<file path="src/rtl/rhrm_pkg.sv">
// ----------------------------------------------------------------------------
// rhrm_pkg: shared types and constants of the radius Hamming ratio matcher
// Item, candidate and result records that pass between the pipeline stages,
// register indexes, request kinds and distance codes.
// ----------------------------------------------------------------------------
package rhrm_pkg;

    localparam int POS_W   = 16;
    localparam int LEVEL_W = 4;
    localparam int WORD_W  = 64;
    localparam int WORDS   = 4;
    localparam int KEY_W   = 12;
    localparam int DIST_W  = 9;
    localparam int PC_W    = 7;
    localparam int CFG_IDX_W  = 2;
    localparam int CFG_DATA_W = 16;

    // Request kinds carried in tuser on the input stream.
    localparam logic REQ_QUERY = 1'b0;
    localparam logic REQ_CAND  = 1'b1;

    // Configuration register indexes.
    localparam logic [CFG_IDX_W-1:0] CFG_RADIUS   = 2'd0;
    localparam logic [CFG_IDX_W-1:0] CFG_MAX_DIST = 2'd1;
    localparam logic [CFG_IDX_W-1:0] CFG_RATIO    = 2'd2;

    localparam logic [POS_W-1:0]  RADIUS_RST   = 16'd160;
    localparam logic [DIST_W-1:0] MAX_DIST_RST = 9'd64;
    localparam logic [DIST_W-1:0] RATIO_RST    = 9'd205;

    // Distance codes: nothing counted yet, and the reported value for none.
    localparam logic [DIST_W-1:0] DIST_NONE  = 9'd511;
    localparam logic [DIST_W-1:0] DIST_EMPTY = 9'd256;

    localparam logic [LEVEL_W-1:0] LEVEL_ALL = 4'hF;

    typedef logic [WORDS-1:0][WORD_W-1:0] t_desc;

    typedef struct packed {
        logic               valid;
        logic               req;
        logic [POS_W-1:0]   pos_x;
        logic [POS_W-1:0]   pos_y;
        logic [LEVEL_W-1:0] level;
        t_desc              desc;
        logic [KEY_W-1:0]   key;
        logic               last;
    } t_item;

    typedef struct packed {
        logic                       valid;
        logic                       req;
        logic                       last;
        logic                       ok;
        logic [KEY_W-1:0]           key;
        logic [WORDS-1:0][PC_W-1:0] pc;
    } t_cand;

    typedef struct packed {
        logic              valid;
        logic [DIST_W-1:0] best;
        logic [DIST_W-1:0] second;
        logic [KEY_W-1:0]  key;
    } t_final;

    typedef struct packed {
        logic              found;
        logic [KEY_W-1:0]  index;
        logic [DIST_W-1:0] distance;
    } t_result;

    // Bit count of one 64-bit word as a balanced adder tree.
    function automatic logic [PC_W-1:0] popcount64(input logic [WORD_W-1:0] v);
        logic [1:0] s2  [32];
        logic [2:0] s4  [16];
        logic [3:0] s8  [8];
        logic [4:0] s16 [4];
        logic [5:0] s32 [2];
        for (int i = 0; i < 32; i++) begin
            s2[i] = {1'b0, v[2*i]} + {1'b0, v[2*i+1]};
        end
        for (int i = 0; i < 16; i++) begin
            s4[i] = {1'b0, s2[2*i]} + {1'b0, s2[2*i+1]};
        end
        for (int i = 0; i < 8; i++) begin
            s8[i] = {1'b0, s4[2*i]} + {1'b0, s4[2*i+1]};
        end
        for (int i = 0; i < 4; i++) begin
            s16[i] = {1'b0, s8[2*i]} + {1'b0, s8[2*i+1]};
        end
        for (int i = 0; i < 2; i++) begin
            s32[i] = {1'b0, s16[2*i]} + {1'b0, s16[2*i+1]};
        end
        return {1'b0, s32[0]} + {1'b0, s32[1]};
    endfunction

endpackage

</file>
<file path="src/rtl/radius_hamming_ratio_matcher.sv">
// ----------------------------------------------------------------------------
// radius_hamming_ratio_matcher: nearest-neighbor descriptor matcher
// Radius-box keypoint search with Hamming distance and a ratio test.
// ----------------------------------------------------------------------------
// Usage:
// The input stream carries one item per transaction. tuser selects a query
// (0) or a candidate keypoint (1); tlast closes the search. A query stores
// position, level and descriptor and opens a fresh search. Candidates inside
// the radius box and level window are scored by Hamming distance against the
// query, and the best and second-best distances are tracked.
// Each transaction with tlast set yields exactly one result transaction on
// the output stream: tuser is the found flag, tdata the best keypoint index
// (zero if not found) and the best distance. After a report the query is
// kept, so more candidates start a new search against it.
// Throughput is one input transaction per cycle while the queue has room.
// A result is offered once the transaction that closed the search has
// passed the input register, loaded at that handshake, then the registered
// descriptor compare, best/second update and decision into the output queue.
// The queue holds two results; input is taken while one waits, and stops
// only when both slots are full because the receiver stalls.
// Reset clears the pipeline and the queue, restores the register defaults
// (radius 160, max distance 64, ratio 205) and empties the query, whose
// level then searches all levels. The configuration port is always ready.
// ----------------------------------------------------------------------------
module radius_hamming_ratio_matcher #(
    parameter int INDEX_BITS = 12,
    parameter int MAX_LEVEL  = 7,
    parameter int DESC_BITS  = 256
) (
    input  logic                            i_clk,
    input  logic                            i_rst_n,
    // Input stream.
    input  logic                            i_s_axis_tvalid,
    output logic                            o_s_axis_tready,
    // tdata from bit 0: pos_x[15:0], pos_y[31:16], level[35:32],
    // desc_word0[99:36], desc_word1[163:100], desc_word2[227:164],
    // desc_word3[291:228], key_index[303:292].
    input  logic [303:0]                    i_s_axis_tdata,
    input  logic                            i_s_axis_tuser, // req_type
    input  logic                            i_s_axis_tlast, // last
    // Result stream.
    output logic                            o_m_axis_tvalid,
    input  logic                            i_m_axis_tready,
    // tdata from bit 0: match_index[11:0], best_distance[20:12], zeros above.
    output logic [23:0]                     o_m_axis_tdata,
    output logic                            o_m_axis_tuser, // found
    // Configuration write channel.
    input  logic                            i_cfg_valid,
    output logic                            o_cfg_ready,
    input  logic [rhrm_pkg::CFG_IDX_W-1:0]  i_cfg_index,
    input  logic [rhrm_pkg::CFG_DATA_W-1:0] i_cfg_data
);
    import rhrm_pkg::*;

    logic [POS_W-1:0]  r_radius;
    logic [DIST_W-1:0] r_max_dist;
    logic [DIST_W-1:0] r_ratio;

    t_item   item;
    t_cand   cand;
    t_final  fin;
    t_result result;
    logic    adv;

    // Users write configuration only while the matcher is idle; not enforced.
    assign o_cfg_ready = 1'b1;

    always_ff @(posedge i_clk) begin
        if (!i_rst_n) begin
            r_radius   <= RADIUS_RST;
            r_max_dist <= MAX_DIST_RST;
            r_ratio    <= RATIO_RST;
        end else if (i_cfg_valid) begin
            case (i_cfg_index)
                CFG_RADIUS:   r_radius   <= i_cfg_data;
                CFG_MAX_DIST: r_max_dist <= i_cfg_data[DIST_W-1:0];
                CFG_RATIO:    r_ratio    <= i_cfg_data[DIST_W-1:0];
                default: begin
                end
            endcase
        end
    end

    // The whole pipeline advances together; it stalls only on a full queue.
    assign o_s_axis_tready = adv;

    always_comb begin
        item.valid   = i_s_axis_tvalid;
        item.req     = i_s_axis_tuser;
        item.pos_x   = i_s_axis_tdata[15:0];
        item.pos_y   = i_s_axis_tdata[31:16];
        item.level   = i_s_axis_tdata[35:32];
        item.desc[0] = i_s_axis_tdata[99:36];
        item.desc[1] = i_s_axis_tdata[163:100];
        item.desc[2] = i_s_axis_tdata[227:164];
        item.desc[3] = i_s_axis_tdata[291:228];
        item.key     = i_s_axis_tdata[303:292];
        item.last    = i_s_axis_tlast;
    end

    rhrm_front #(
        .MAX_LEVEL (MAX_LEVEL),
        .DESC_BITS (DESC_BITS)
    ) u_front (
        .i_clk    (i_clk),
        .i_rst_n  (i_rst_n),
        .i_adv    (adv),
        .i_item   (item),
        .i_radius (r_radius),
        .o_cand   (cand)
    );

    rhrm_track #(
        .INDEX_BITS (INDEX_BITS)
    ) u_track (
        .i_clk   (i_clk),
        .i_rst_n (i_rst_n),
        .i_adv   (adv),
        .i_cand  (cand),
        .o_final (fin)
    );

    rhrm_report u_report (
        .i_clk      (i_clk),
        .i_rst_n    (i_rst_n),
        .i_final    (fin),
        .i_max_dist (r_max_dist),
        .i_ratio    (r_ratio),
        .i_ready    (i_m_axis_tready),
        .o_valid    (o_m_axis_tvalid),
        .o_result   (result),
        .o_adv      (adv)
    );

    assign o_m_axis_tdata = {3'd0, result.distance, result.index};
    assign o_m_axis_tuser = result.found;

endmodule

</file>
<file path="src/rtl/rhrm_front.sv">
// ----------------------------------------------------------------------------
// rhrm_front: input register, query store and candidate screening
// Holds the accepted item, keeps the current query, checks the search box
// and the level window, and counts differing descriptor bits per word.
// ----------------------------------------------------------------------------
module rhrm_front #(
    parameter int MAX_LEVEL = 7,
    parameter int DESC_BITS = 256
) (
    input  logic                       i_clk,
    input  logic                       i_rst_n,
    input  logic                       i_adv,
    input  rhrm_pkg::t_item            i_item,
    input  logic [rhrm_pkg::POS_W-1:0] i_radius,
    output rhrm_pkg::t_cand            o_cand
);
    import rhrm_pkg::*;

    localparam logic [WORDS*WORD_W-1:0] DESC_MASK =
        {(WORDS*WORD_W){1'b1}} >> (WORDS*WORD_W - DESC_BITS);
    localparam logic signed [5:0] MAXL = 6'(MAX_LEVEL);

    t_item              r_item;
    t_cand              r_cand;
    t_cand              n_cand;
    logic [POS_W-1:0]   r_qx;
    logic [POS_W-1:0]   r_qy;
    logic [LEVEL_W-1:0] r_qlevel;
    t_desc              r_qdesc;

    logic [POS_W-1:0]   dx;
    logic [POS_W-1:0]   dy;
    logic signed [5:0]  cl;
    logic signed [5:0]  ql;
    logic               box_ok;
    logic               lvl_ok;
    logic               is_query;

    assign is_query = r_item.valid && (r_item.req == REQ_QUERY);

    assign dx = (r_item.pos_x >= r_qx) ? r_item.pos_x - r_qx : r_qx - r_item.pos_x;
    assign dy = (r_item.pos_y >= r_qy) ? r_item.pos_y - r_qy : r_qy - r_item.pos_y;
    assign box_ok = (dx <= i_radius) && (dy <= i_radius);

    assign cl = signed'({{2{r_item.level[LEVEL_W-1]}}, r_item.level});
    assign ql = signed'({{2{r_qlevel[LEVEL_W-1]}}, r_qlevel});
    // A negative query level opens all levels; otherwise a window of +/-1 level.
    assign lvl_ok = (cl >= 6'sd0) && (cl <= MAXL) &&
                    ((ql < 6'sd0) || ((cl >= ql - 6'sd1) && (cl <= ql + 6'sd1)));

    always_comb begin
        n_cand.valid = r_item.valid;
        n_cand.req   = r_item.req;
        n_cand.last  = r_item.last;
        n_cand.ok    = box_ok && lvl_ok;
        n_cand.key   = r_item.key;
        for (int w = 0; w < WORDS; w++) begin
            n_cand.pc[w] = popcount64((r_item.desc[w] ^ r_qdesc[w]) &
                                      DESC_MASK[w*WORD_W +: WORD_W]);
        end
    end

    always_ff @(posedge i_clk) begin
        if (!i_rst_n) begin
            r_item.valid <= 1'b0;
            r_cand.valid <= 1'b0;
            r_qx         <= '0;
            r_qy         <= '0;
            r_qlevel     <= LEVEL_ALL;
            r_qdesc      <= '0;
        end else if (i_adv) begin
            r_item <= i_item;
            r_cand <= n_cand;
            if (is_query) begin
                r_qx     <= r_item.pos_x;
                r_qy     <= r_item.pos_y;
                r_qlevel <= r_item.level;
                r_qdesc  <= r_item.desc;
            end
        end
    end

    assign o_cand = r_cand;

endmodule

</file>
<file path="src/rtl/rhrm_track.sv">
// ----------------------------------------------------------------------------
// rhrm_track: best and second-best distance tracking
// Sums the per-word counts, updates the two smallest distances and the key
// of the best one, and hands the final values over on the last item.
// ----------------------------------------------------------------------------
module rhrm_track #(
    parameter int INDEX_BITS = 12
) (
    input  logic             i_clk,
    input  logic             i_rst_n,
    input  logic             i_adv,
    input  rhrm_pkg::t_cand  i_cand,
    output rhrm_pkg::t_final o_final
);
    import rhrm_pkg::*;

    logic [DIST_W-1:0]     r_best;
    logic [DIST_W-1:0]     r_second;
    logic [INDEX_BITS-1:0] r_key;
    t_final                r_final;

    logic [DIST_W-1:0]     base_best;
    logic [DIST_W-1:0]     base_second;
    logic [INDEX_BITS-1:0] base_key;
    logic [DIST_W-1:0]     n_best;
    logic [DIST_W-1:0]     n_second;
    logic [INDEX_BITS-1:0] n_key;
    logic [DIST_W-1:0]     cand_dist;
    logic [KEY_W+INDEX_BITS-1:0] key_in_ext;
    logic [KEY_W+INDEX_BITS-1:0] key_out_ext;

    assign cand_dist = DIST_W'(i_cand.pc[0]) + DIST_W'(i_cand.pc[1]) +
                       DIST_W'(i_cand.pc[2]) + DIST_W'(i_cand.pc[3]);
    assign key_in_ext = {{INDEX_BITS{1'b0}}, i_cand.key};

    always_comb begin
        // A query opens a fresh search before its own last flag is seen.
        if (i_cand.req == REQ_QUERY) begin
            base_best   = DIST_NONE;
            base_second = DIST_NONE;
            base_key    = '0;
        end else begin
            base_best   = r_best;
            base_second = r_second;
            base_key    = r_key;
        end
        n_best   = base_best;
        n_second = base_second;
        n_key    = base_key;
        if (i_cand.req == REQ_CAND && i_cand.ok) begin
            if (cand_dist < base_best) begin
                n_second = base_best;
                n_best   = cand_dist;
                n_key    = key_in_ext[INDEX_BITS-1:0];
            end else if (cand_dist < base_second) begin
                n_second = cand_dist;
            end
        end
    end

    assign key_out_ext = {{KEY_W{1'b0}}, n_key};

    always_ff @(posedge i_clk) begin
        if (!i_rst_n) begin
            r_best        <= DIST_NONE;
            r_second      <= DIST_NONE;
            r_key         <= '0;
            r_final.valid <= 1'b0;
        end else if (i_adv) begin
            r_final.valid  <= i_cand.valid && i_cand.last;
            r_final.best   <= n_best;
            r_final.second <= n_second;
            r_final.key    <= key_out_ext[KEY_W-1:0];
            if (i_cand.valid) begin
                if (i_cand.last) begin
                    r_best   <= DIST_NONE;
                    r_second <= DIST_NONE;
                    r_key    <= '0;
                end else begin
                    r_best   <= n_best;
                    r_second <= n_second;
                    r_key    <= n_key;
                end
            end
        end
    end

    assign o_final = r_final;

endmodule

</file>
<file path="src/rtl/rhrm_report.sv">
// ----------------------------------------------------------------------------
// rhrm_report: match decision and two-entry output queue
// Applies the distance limit and the ratio test, and buffers up to two
// results so the pipeline keeps moving while the receiver stalls.
// ----------------------------------------------------------------------------
module rhrm_report (
    input  logic                        i_clk,
    input  logic                        i_rst_n,
    input  rhrm_pkg::t_final            i_final,
    input  logic [rhrm_pkg::DIST_W-1:0] i_max_dist,
    input  logic [rhrm_pkg::DIST_W-1:0] i_ratio,
    input  logic                        i_ready,
    output logic                        o_valid,
    output rhrm_pkg::t_result           o_result,
    output logic                        o_adv
);
    import rhrm_pkg::*;

    t_result           r_head;
    t_result           r_skid;
    logic [1:0]        r_cnt;
    logic [1:0]        n_cnt;
    t_result           res;
    logic              have;
    logic              ratio_fail;
    logic [2*DIST_W-1:0] lhs;
    logic [2*DIST_W-1:0] rhs;
    logic              push;
    logic              pop;

    assign lhs = {1'b0, i_final.best, 8'd0};
    assign rhs = i_final.second * i_ratio;
    assign have = (i_final.best != DIST_NONE);
    assign ratio_fail = (i_final.second != DIST_NONE) && (lhs > rhs);

    always_comb begin
        res.found    = have && (i_final.best <= i_max_dist) && !ratio_fail;
        res.index    = res.found ? i_final.key : '0;
        res.distance = have ? i_final.best : DIST_EMPTY;
    end

    assign o_adv   = (r_cnt != 2'd2);
    assign push    = o_adv && i_final.valid;
    assign pop     = (r_cnt != 2'd0) && i_ready;
    assign n_cnt   = r_cnt + 2'(push) - 2'(pop);
    assign o_valid = (r_cnt != 2'd0);
    assign o_result = r_head;

    always_ff @(posedge i_clk) begin
        if (!i_rst_n) begin
            r_cnt <= 2'd0;
        end else begin
            r_cnt <= n_cnt;
            if (push && (r_cnt == 2'd0 || (r_cnt == 2'd1 && pop))) begin
                r_head <= res;
            end else if (push) begin
                r_skid <= res;
            end else if (pop && r_cnt == 2'd2) begin
                r_head <= r_skid;
            end
        end
    end

endmodule
</file>
<file path="config.mk">
export PLATFORM = sky130hd
export DESIGN_NAME = radius_hamming_ratio_matcher
export DESIGN_NICKNAME = d
export VERILOG_FILES = /design/src/rtl/rhrm_pkg.sv /design/src/rtl/radius_hamming_ratio_matcher.sv /design/src/rtl/rhrm_front.sv /design/src/rtl/rhrm_track.sv /design/src/rtl/rhrm_report.sv
export SDC_FILE = /design/constraint.sdc
export NUM_CORES = 2
export LEC_CHECK = 0
export BUFFER_PORTS_ARGS = -buffer_cell sky130_fd_sc_hd__buf_2
export CAP_MARGIN = 10
export CORE_ASPECT_RATIO = 1.25
export CORE_UTILIZATION = 55
export DETAILED_ROUTE_END_ITERATION = 8
export PLACE_DENSITY_LB_ADDON = 0.1
export SKIP_LAST_GASP = 1
export SLEW_MARGIN = 10
export SYNTH_ARGS = -nofsm -noshare
export SYNTH_HDL_FRONTEND = slang
export SYNTH_SLANG_ARGS = --single-unit
</file>
<file path="constraint.sdc">
create_clock -name i_clk -period 10.75 [get_ports i_clk]
set_clock_uncertainty 0.1 [all_clocks]
set_input_delay 0.5375 -clock i_clk [delete_from_list [all_inputs] [get_ports i_clk]]
set_output_delay 0.5375 -clock i_clk [all_outputs]
set_load 0.03 [all_outputs]
</file>
Yosys cells after proc, flatten, opt, wreduce, memory -nomap -nowiden --
Index checks and enable logic that the tools add are counted.
Storage, ports and cells: word-level logic and storage cells 386, flip-flop bits (word level) 784, output and inout bits 28, bits of input ports 329
Cells by class: add/sub/neg operators 263, multiplexer cells 20, reductions and logical operators 31, $lt $le $gt $ge 13, multipliers 1, bitwise logic cells 6, eq/ne operators 8
Operator list (count):
- $add 1x1->2 | 128
- $xor 64x64->64 | 4
- $add 2x2->3 | 64
- $add 3x3->4 | 32
- $mux 9 | 10
- $add 4x4->5 | 16
- $mux 22 | 3
- $sub 16x16->16 | 4
- $mux 12 | 5
- $add 5x5->6 | 8
- $ge 16x16->1 | 2
- $le 16x16->1 | 2
- $mux 16 | 2
- $add 6x6->7 | 4
- $add 9x7->9 | 2
- $gt 17x18->1 | 1
- $lt 9x9->1 | 2
- $mul 9x9->18 | 1
- $ne 9x9->1 const B | 2
- $logic_and 1x1->1 | 16
- $reduce_and 2->1 | 6
- $le 9x9->1 | 1
- $add 7x7->8 | 1
- $reduce_and 3->1 | 2
- other kinds (17) | 24

Logic depth before layout (Yosys ltp) --
word-level depth 8, depth in mapped cells 27, gate-level depth less buffers 25

Cells and area by module --
A second synthesis with hierarchy kept.
Second synthesis, totals: cells, all modules 4045, area total of the unflattened synthesis 44031.0 um2
Modules (own cells, without submodules):
- rhrm_front | sequential area each 16365.7 um2, times used 1, area an instance 33683.6 um2, cells each 2975
- rhrm_report | sequential area each 1361.3 um2, times used 1, area an instance 5171.2 um2, cells each 542
- rhrm_track | sequential area each 1521.5 um2, times used 1, area an instance 3736.1 um2, cells each 382
- radius_hamming_ratio_matcher | sequential area each 680.7 um2, times used 1, area an instance 1440.1 um2, cells each 146

Worst setup path after synthesis --
Ideal clock, no wire load.
path kind input-to-reg, start in i_rst_n, end reg u_front.r_item (netlist bit u_front.cl[0]), enable pin, data required time 9.859 ns, stages 4, arrival time 9.831 ns, setup time 0.791 ns, slack 0.028 ns, cells stage by stage clkbuf_1 -> clkbuf_1 -> clkbuf_1 -> and2_1
On the way: longest elaborated chain between the ends 1
Ends and longest elaborated chain:
- start: declaration | line radius_hamming_ratio_matcher.sv:31 | input logic i_rst_n,
- $reduce_and 2->1 (no line)
- end signal: assignment | line rhrm_front.sv:72 | r_item <= i_item;
- end: declaration | line rhrm_front.sv:23 | t_item r_item;
No other way between the ends. A chain may end at the register's enable or synchronous reset.

Worst setup path in the final report --
start reg u_track.r_final (netlist bit u_track.o_final[15]), end reg u_report.r_head (netlist bit u_report.o_result[21]) (data pin)
On the way: longest elaborated chain between the ends 6, elaborated cells between the ends (all ways) 7, classes of those cells mul: 1; order compare: 1; eq/ne: 1; mux: 1; reduce/logical: 3
Ends and longest elaborated chain:
- start: declaration | line rhrm_track.sv:20 | t_final r_final;
- $mul 9x9->18 | line rhrm_report.sv:32 | assign rhs = i_final.second * i_ratio;
- $gt 17x18->1 | line rhrm_report.sv:34 | assign ratio_fail = (i_final.second != DIST_NONE) && (lhs > rhs);
- $logic_and 1x1->1 * | line rhrm_report.sv:34
- $logic_not 1->1 * | line rhrm_report.sv:37 | res.found = have && (i_final.best <= i_max_dist) && !ratio_fail;
- $logic_and 1x1->1 * | line rhrm_report.sv:37
- $mux 22 * | line rhrm_report.sv:54 | if (push && (r_cnt == 2'd0 || (r_cnt == 2'd1 && pop))) begin
- end signal: assignment | line rhrm_report.sv:55 | r_head <= res;
- end signal: assignment | line rhrm_report.sv:59 | r_head <= r_skid;
- end: declaration | line rhrm_report.sv:19 | t_result r_head;
Every way passes the cells marked *; elsewhere a longest branch is shown, timed or not.

==> results.txt <==
* CTS clk-pin slew, worst paths: 60 ps
- Relative max-transition margin: between 10% and 20%
* Shortest period the worst path allows: 7159 ps
* # rows: 115
* Max Clk Rate: ~140 MHz
* TritonCTS clock tree: built
- Maximum fanout along the worst path: 26
* Global-route wire length before repair: 156,900 um
- Via count of the first global-routing pass: 30,170
* X dimension of the die: 254.7 um
- The initial antenna violation count is 15.
- Kind of start point of the critical path: flop
- Post-detailed-routing wire length: 98,290 um
- For this configuration, the core starts out at a cell density of 55.66%.
* Via total after detailed routing: between 20,000 and 30,000
- At the end of routability-driven placement, the weighted congestion stood at 0.8806.
- Across all hold checks on the routed design, the worst slack comes to 43.77 ps.
- Most frequent standard cell in the layout excluding fill and tap cells: sky130_fd_sc_hd__nand2_1
- The tightest min-delay check is of the in -> reg type.
- Dividing the detail-routed wire length by the instance count gives 16.99 um.
- Met2 track utilization from global routing: 42.97%
- Worst slack, placed: 3558 ps
- Setup violators final: 0
- Hold path startpoint: i_s_axis_tdata[2]
- The mapped netlist covers 0.04388 mm2.
- In the final layout, the share of cells above drive strength 1 is a little under an eighth.
* Iteration count of the initial detailed-routing pass: 7
* Startpoint of the worst-slack reg-to-reg timing path: u_track.o_final[15]
- Dividing the synthesized area by the synthesized cell count gives 10.79 um2.
* Number of remaining DRC errors: 0
- Setup tns final: 0 ps
* Largest net degree at the start of global routing: 186
* Layout Nets: 5,516
- Setup repair after global routing left no endpoint under its margin.
- Sequential element share of the synthesized area: between 40% and 50%
* Clk sinks: 784
* Flops & latches, synth: roughly 780
- Global routing used between 20% and 30% of the available tracks across all layers.
- Yosys mapped the design onto 88 distinct sky130hd cell types.
- Number of max-cap violations: 0
- The wire-length estimate of the detail-placed layout is 66,530 um.
- roughly 360 I/O pins were placed.
* CTS root buffer: sky130_fd_sc_hd__clkbuf_16
- The most critical setup path has its startpoint at u_track.o_final[15].
- H-tree levels: 3
- In the routed layout, each cell is associated on average with a via count of 5.121.
- For met1 alone, demand over resource in global routing was 31.04%.
- The first routing iteration left 1,558 violations.
- Classification of the worst setup path: reg -> reg
- Highest-utilization routing layer at the global route stage: met2
- Area enclosed by the die boundary: 0.08093 mm2
- For the pin with the worst max-slew slack, the measured transition is 1253 ps.
- In this run the remaining antenna-violating nets after routing total 0.
- In this run, synthesis inferred 423 flip-flops with an integrated enable.
* Fin worst setup slack: about 3600 ps
- For this run the aggregate overflow at the end of global routing stands at 0.
* Final critical-path share of the clock period: 66.59%
- At the worst endpoint, the required time is 11,170 ps.
* Met3 global-route usage: roughly 3.6%
- The region available for standard cell placement spans slightly below 0.08 mm2.
- Number of max-slew violations in the final report: 0
- The library cells used most frequently in the layout, excluding fill and tap cells, are sky130_fd_sc_hd__nand2_1 (741), sky130_fd_sc_hd__inv_1 (458), sky130_fd_sc_hd__edfxtp_1 (423), sky130_fd_sc_hd__dfxtp_1 (361), sky130_fd_sc_hd__buf_2 (351).
- Synthesis handed over a netlist of 4,066 instances.
- Area growth from synthesis to final layout: 19.21%
- Port buffering added 352 buffers.
- The number of hold-slack violations in the final timing report came to 0.
* CTS-repair resized insts: 0
- Data arrival, critical path: 7580 ps
- The worst setup path is captured at a flop.
* Number of warnings reported in the yosys synthesis log: 0
* Main synth FF type: sky130_fd_sc_hd__edfxtp_1
* CTS buffer count: just over 80
- Share of async-settable or async-resettable flops after synthesis: 0%
- The run finished with clean final reports.
* Source-to-sink clock delay at the later pin of the worst-skew pair: ~650 ps
- Maximum buffer depth of the clock tree: 3
* Die H: 317.8 um
==> area by class of cell <==
cell class / instances / area (um2)
inverters: 461 / 1730
repair buffers: 668 / 4947
clock inverters: 39 / 440.4
clock buffers: 116 / 2352
flip-flops and latches: 784 / 19930
well taps: 1053 / 1318
diodes: 7 / 17.52
multi-input cells: 2657 / 21580
fillers: 6221 / 26540
==> cells in the mapped netlist, types with 20 or more instances <==
library cell | count | area (um2)
sky130_fd_sc_hd__dfxtp_1 | 361 | 7227
sky130_fd_sc_hd__o21ai_0 | 43 | 215.2
sky130_fd_sc_hd__nor2b_1 | 39 | 244.0
sky130_fd_sc_hd__nor2_1 | 79 | 296.5
sky130_fd_sc_hd__fa_1 | 279 | 5585
sky130_fd_sc_hd__clkbuf_1 | 134 | 503.0
sky130_fd_sc_hd__xnor2_1 | 190 | 1664
sky130_fd_sc_hd__a21boi_1 | 70 | 525.5
sky130_fd_sc_hd__xor2_1 | 137 | 1200
sky130_fd_sc_hd__ha_1 | 253 | 3166
sky130_fd_sc_hd__nand3_1 | 24 | 120.1
sky130_fd_sc_hd__edfxtp_1 | 423 | 12700
sky130_fd_sc_hd__mux2i_1 | 20 | 200.2
sky130_fd_sc_hd__inv_1 | 458 | 1719
sky130_fd_sc_hd__o21a_1 | 23 | 172.7
sky130_fd_sc_hd__and3_1 | 24 | 150.1
sky130_fd_sc_hd__and2_1 | 77 | 481.7
sky130_fd_sc_hd__nand2_1 | 741 | 2781
sky130_fd_sc_hd__a21boi_0 | 242 | 1817
sky130_fd_sc_hd__a21o_1 | 51 | 382.9
sky130_fd_sc_hd__a21oi_1 | 127 | 635.6
==> metal layers <==
layer	part of all wire, %	up-vias
li1	-	14600
met1	42	14270
met2	50	599
met3	4.3	153
met4	2.8	14
met5	0.089	-
==> worst max-delay path: stages (launching register included) <==
cell	delay [ps]
sky130_fd_sc_hd__edfxtp_1	540
sky130_fd_sc_hd__and2_1	250
sky130_fd_sc_hd__fa_1	530
sky130_fd_sc_hd__inv_1	60
sky130_fd_sc_hd__fa_1	520
sky130_fd_sc_hd__inv_1	50
sky130_fd_sc_hd__fa_1	570
sky130_fd_sc_hd__inv_1	70
sky130_fd_sc_hd__fa_1	530
sky130_fd_sc_hd__inv_1	40
sky130_fd_sc_hd__ha_1	340
sky130_fd_sc_hd__and3_1	180
sky130_fd_sc_hd__and3_1	180
sky130_fd_sc_hd__a2111oi_2	500
sky130_fd_sc_hd__o21bai_1	110
sky130_fd_sc_hd__a21oi_1	190
sky130_fd_sc_hd__xor2_1	100
sky130_fd_sc_hd__ha_1	320
sky130_fd_sc_hd__nand4_1	110
sky130_fd_sc_hd__a2111oi_0	410
sky130_fd_sc_hd__a21oi_1	150
sky130_fd_sc_hd__o311a_1	170
sky130_fd_sc_hd__a221oi_4	720
sky130_fd_sc_hd__mux2_2	290
==> per-stage QoR <==
step           util (%)  std cells  instance area (um2)
2_1_floorplan         -       4068                43890
3_3_place_gp      58.96       5322                46490
3_5_place_dp      58.96       5322                46490
4_1_cts           66.32       5778                52300
5_1_grt           66.34       5784                52310
6_report          66.34       5785                52310
==> kinds of logic (layout without fill, tap and decap cells) <==
| family | after synthesis | count (layout) | synth area share (%) |
|---|---|---|---|
| AND/OR/NAND/NOR | 1048 | 1048 | 10.25 |
| flip-flops | 784 | 784 | 45.41 |
| adder cells (fa/ha/maj) | 532 | 532 | 19.94 |
| other | 2 | 11 | 0.01711 |
| AO/OA/AOI/OAI | 710 | 710 | 11.50 |
| multiplexers | 36 | 36 | 0.8753 |
| XOR/XNOR | 327 | 327 | 6.526 |
| buffers and inverters | 627 | 1284 | 5.477 |
==> flip-flops by register name, summed over array words and instances (netlist names), 16 cells and up <==
register,cells
u_front.r_item,288
u_front.r_qdesc,256
u_front.o_cand,44
u_track.o_final,31
u_report.o_result,22
u_report.r_skid,22
r_radius,16
u_front.r_qx,16
u_front.r_qy,16
==> worst paths after layout <==
path	endpoint	slack, ps	cells after the start
worst min register to register	u_front.o_cand[32]	320	0
worst max-delay path	u_report.o_result[21]	3590	23
worst min-delay path	u_front.r_item[291]	40	1
worst max register to register	u_report.o_result[21]	3590	23
==> what timing repair did <==
item                                   CTS  global route
setup endpoints to repair                0             0
hold buffers                           301             0
buffers inserted                         0             0
endpoints found under the hold margin  301             0
Power is not shown: default switching activity piles up to over one toggle a cycle in this logic, so the estimate is an artifact.
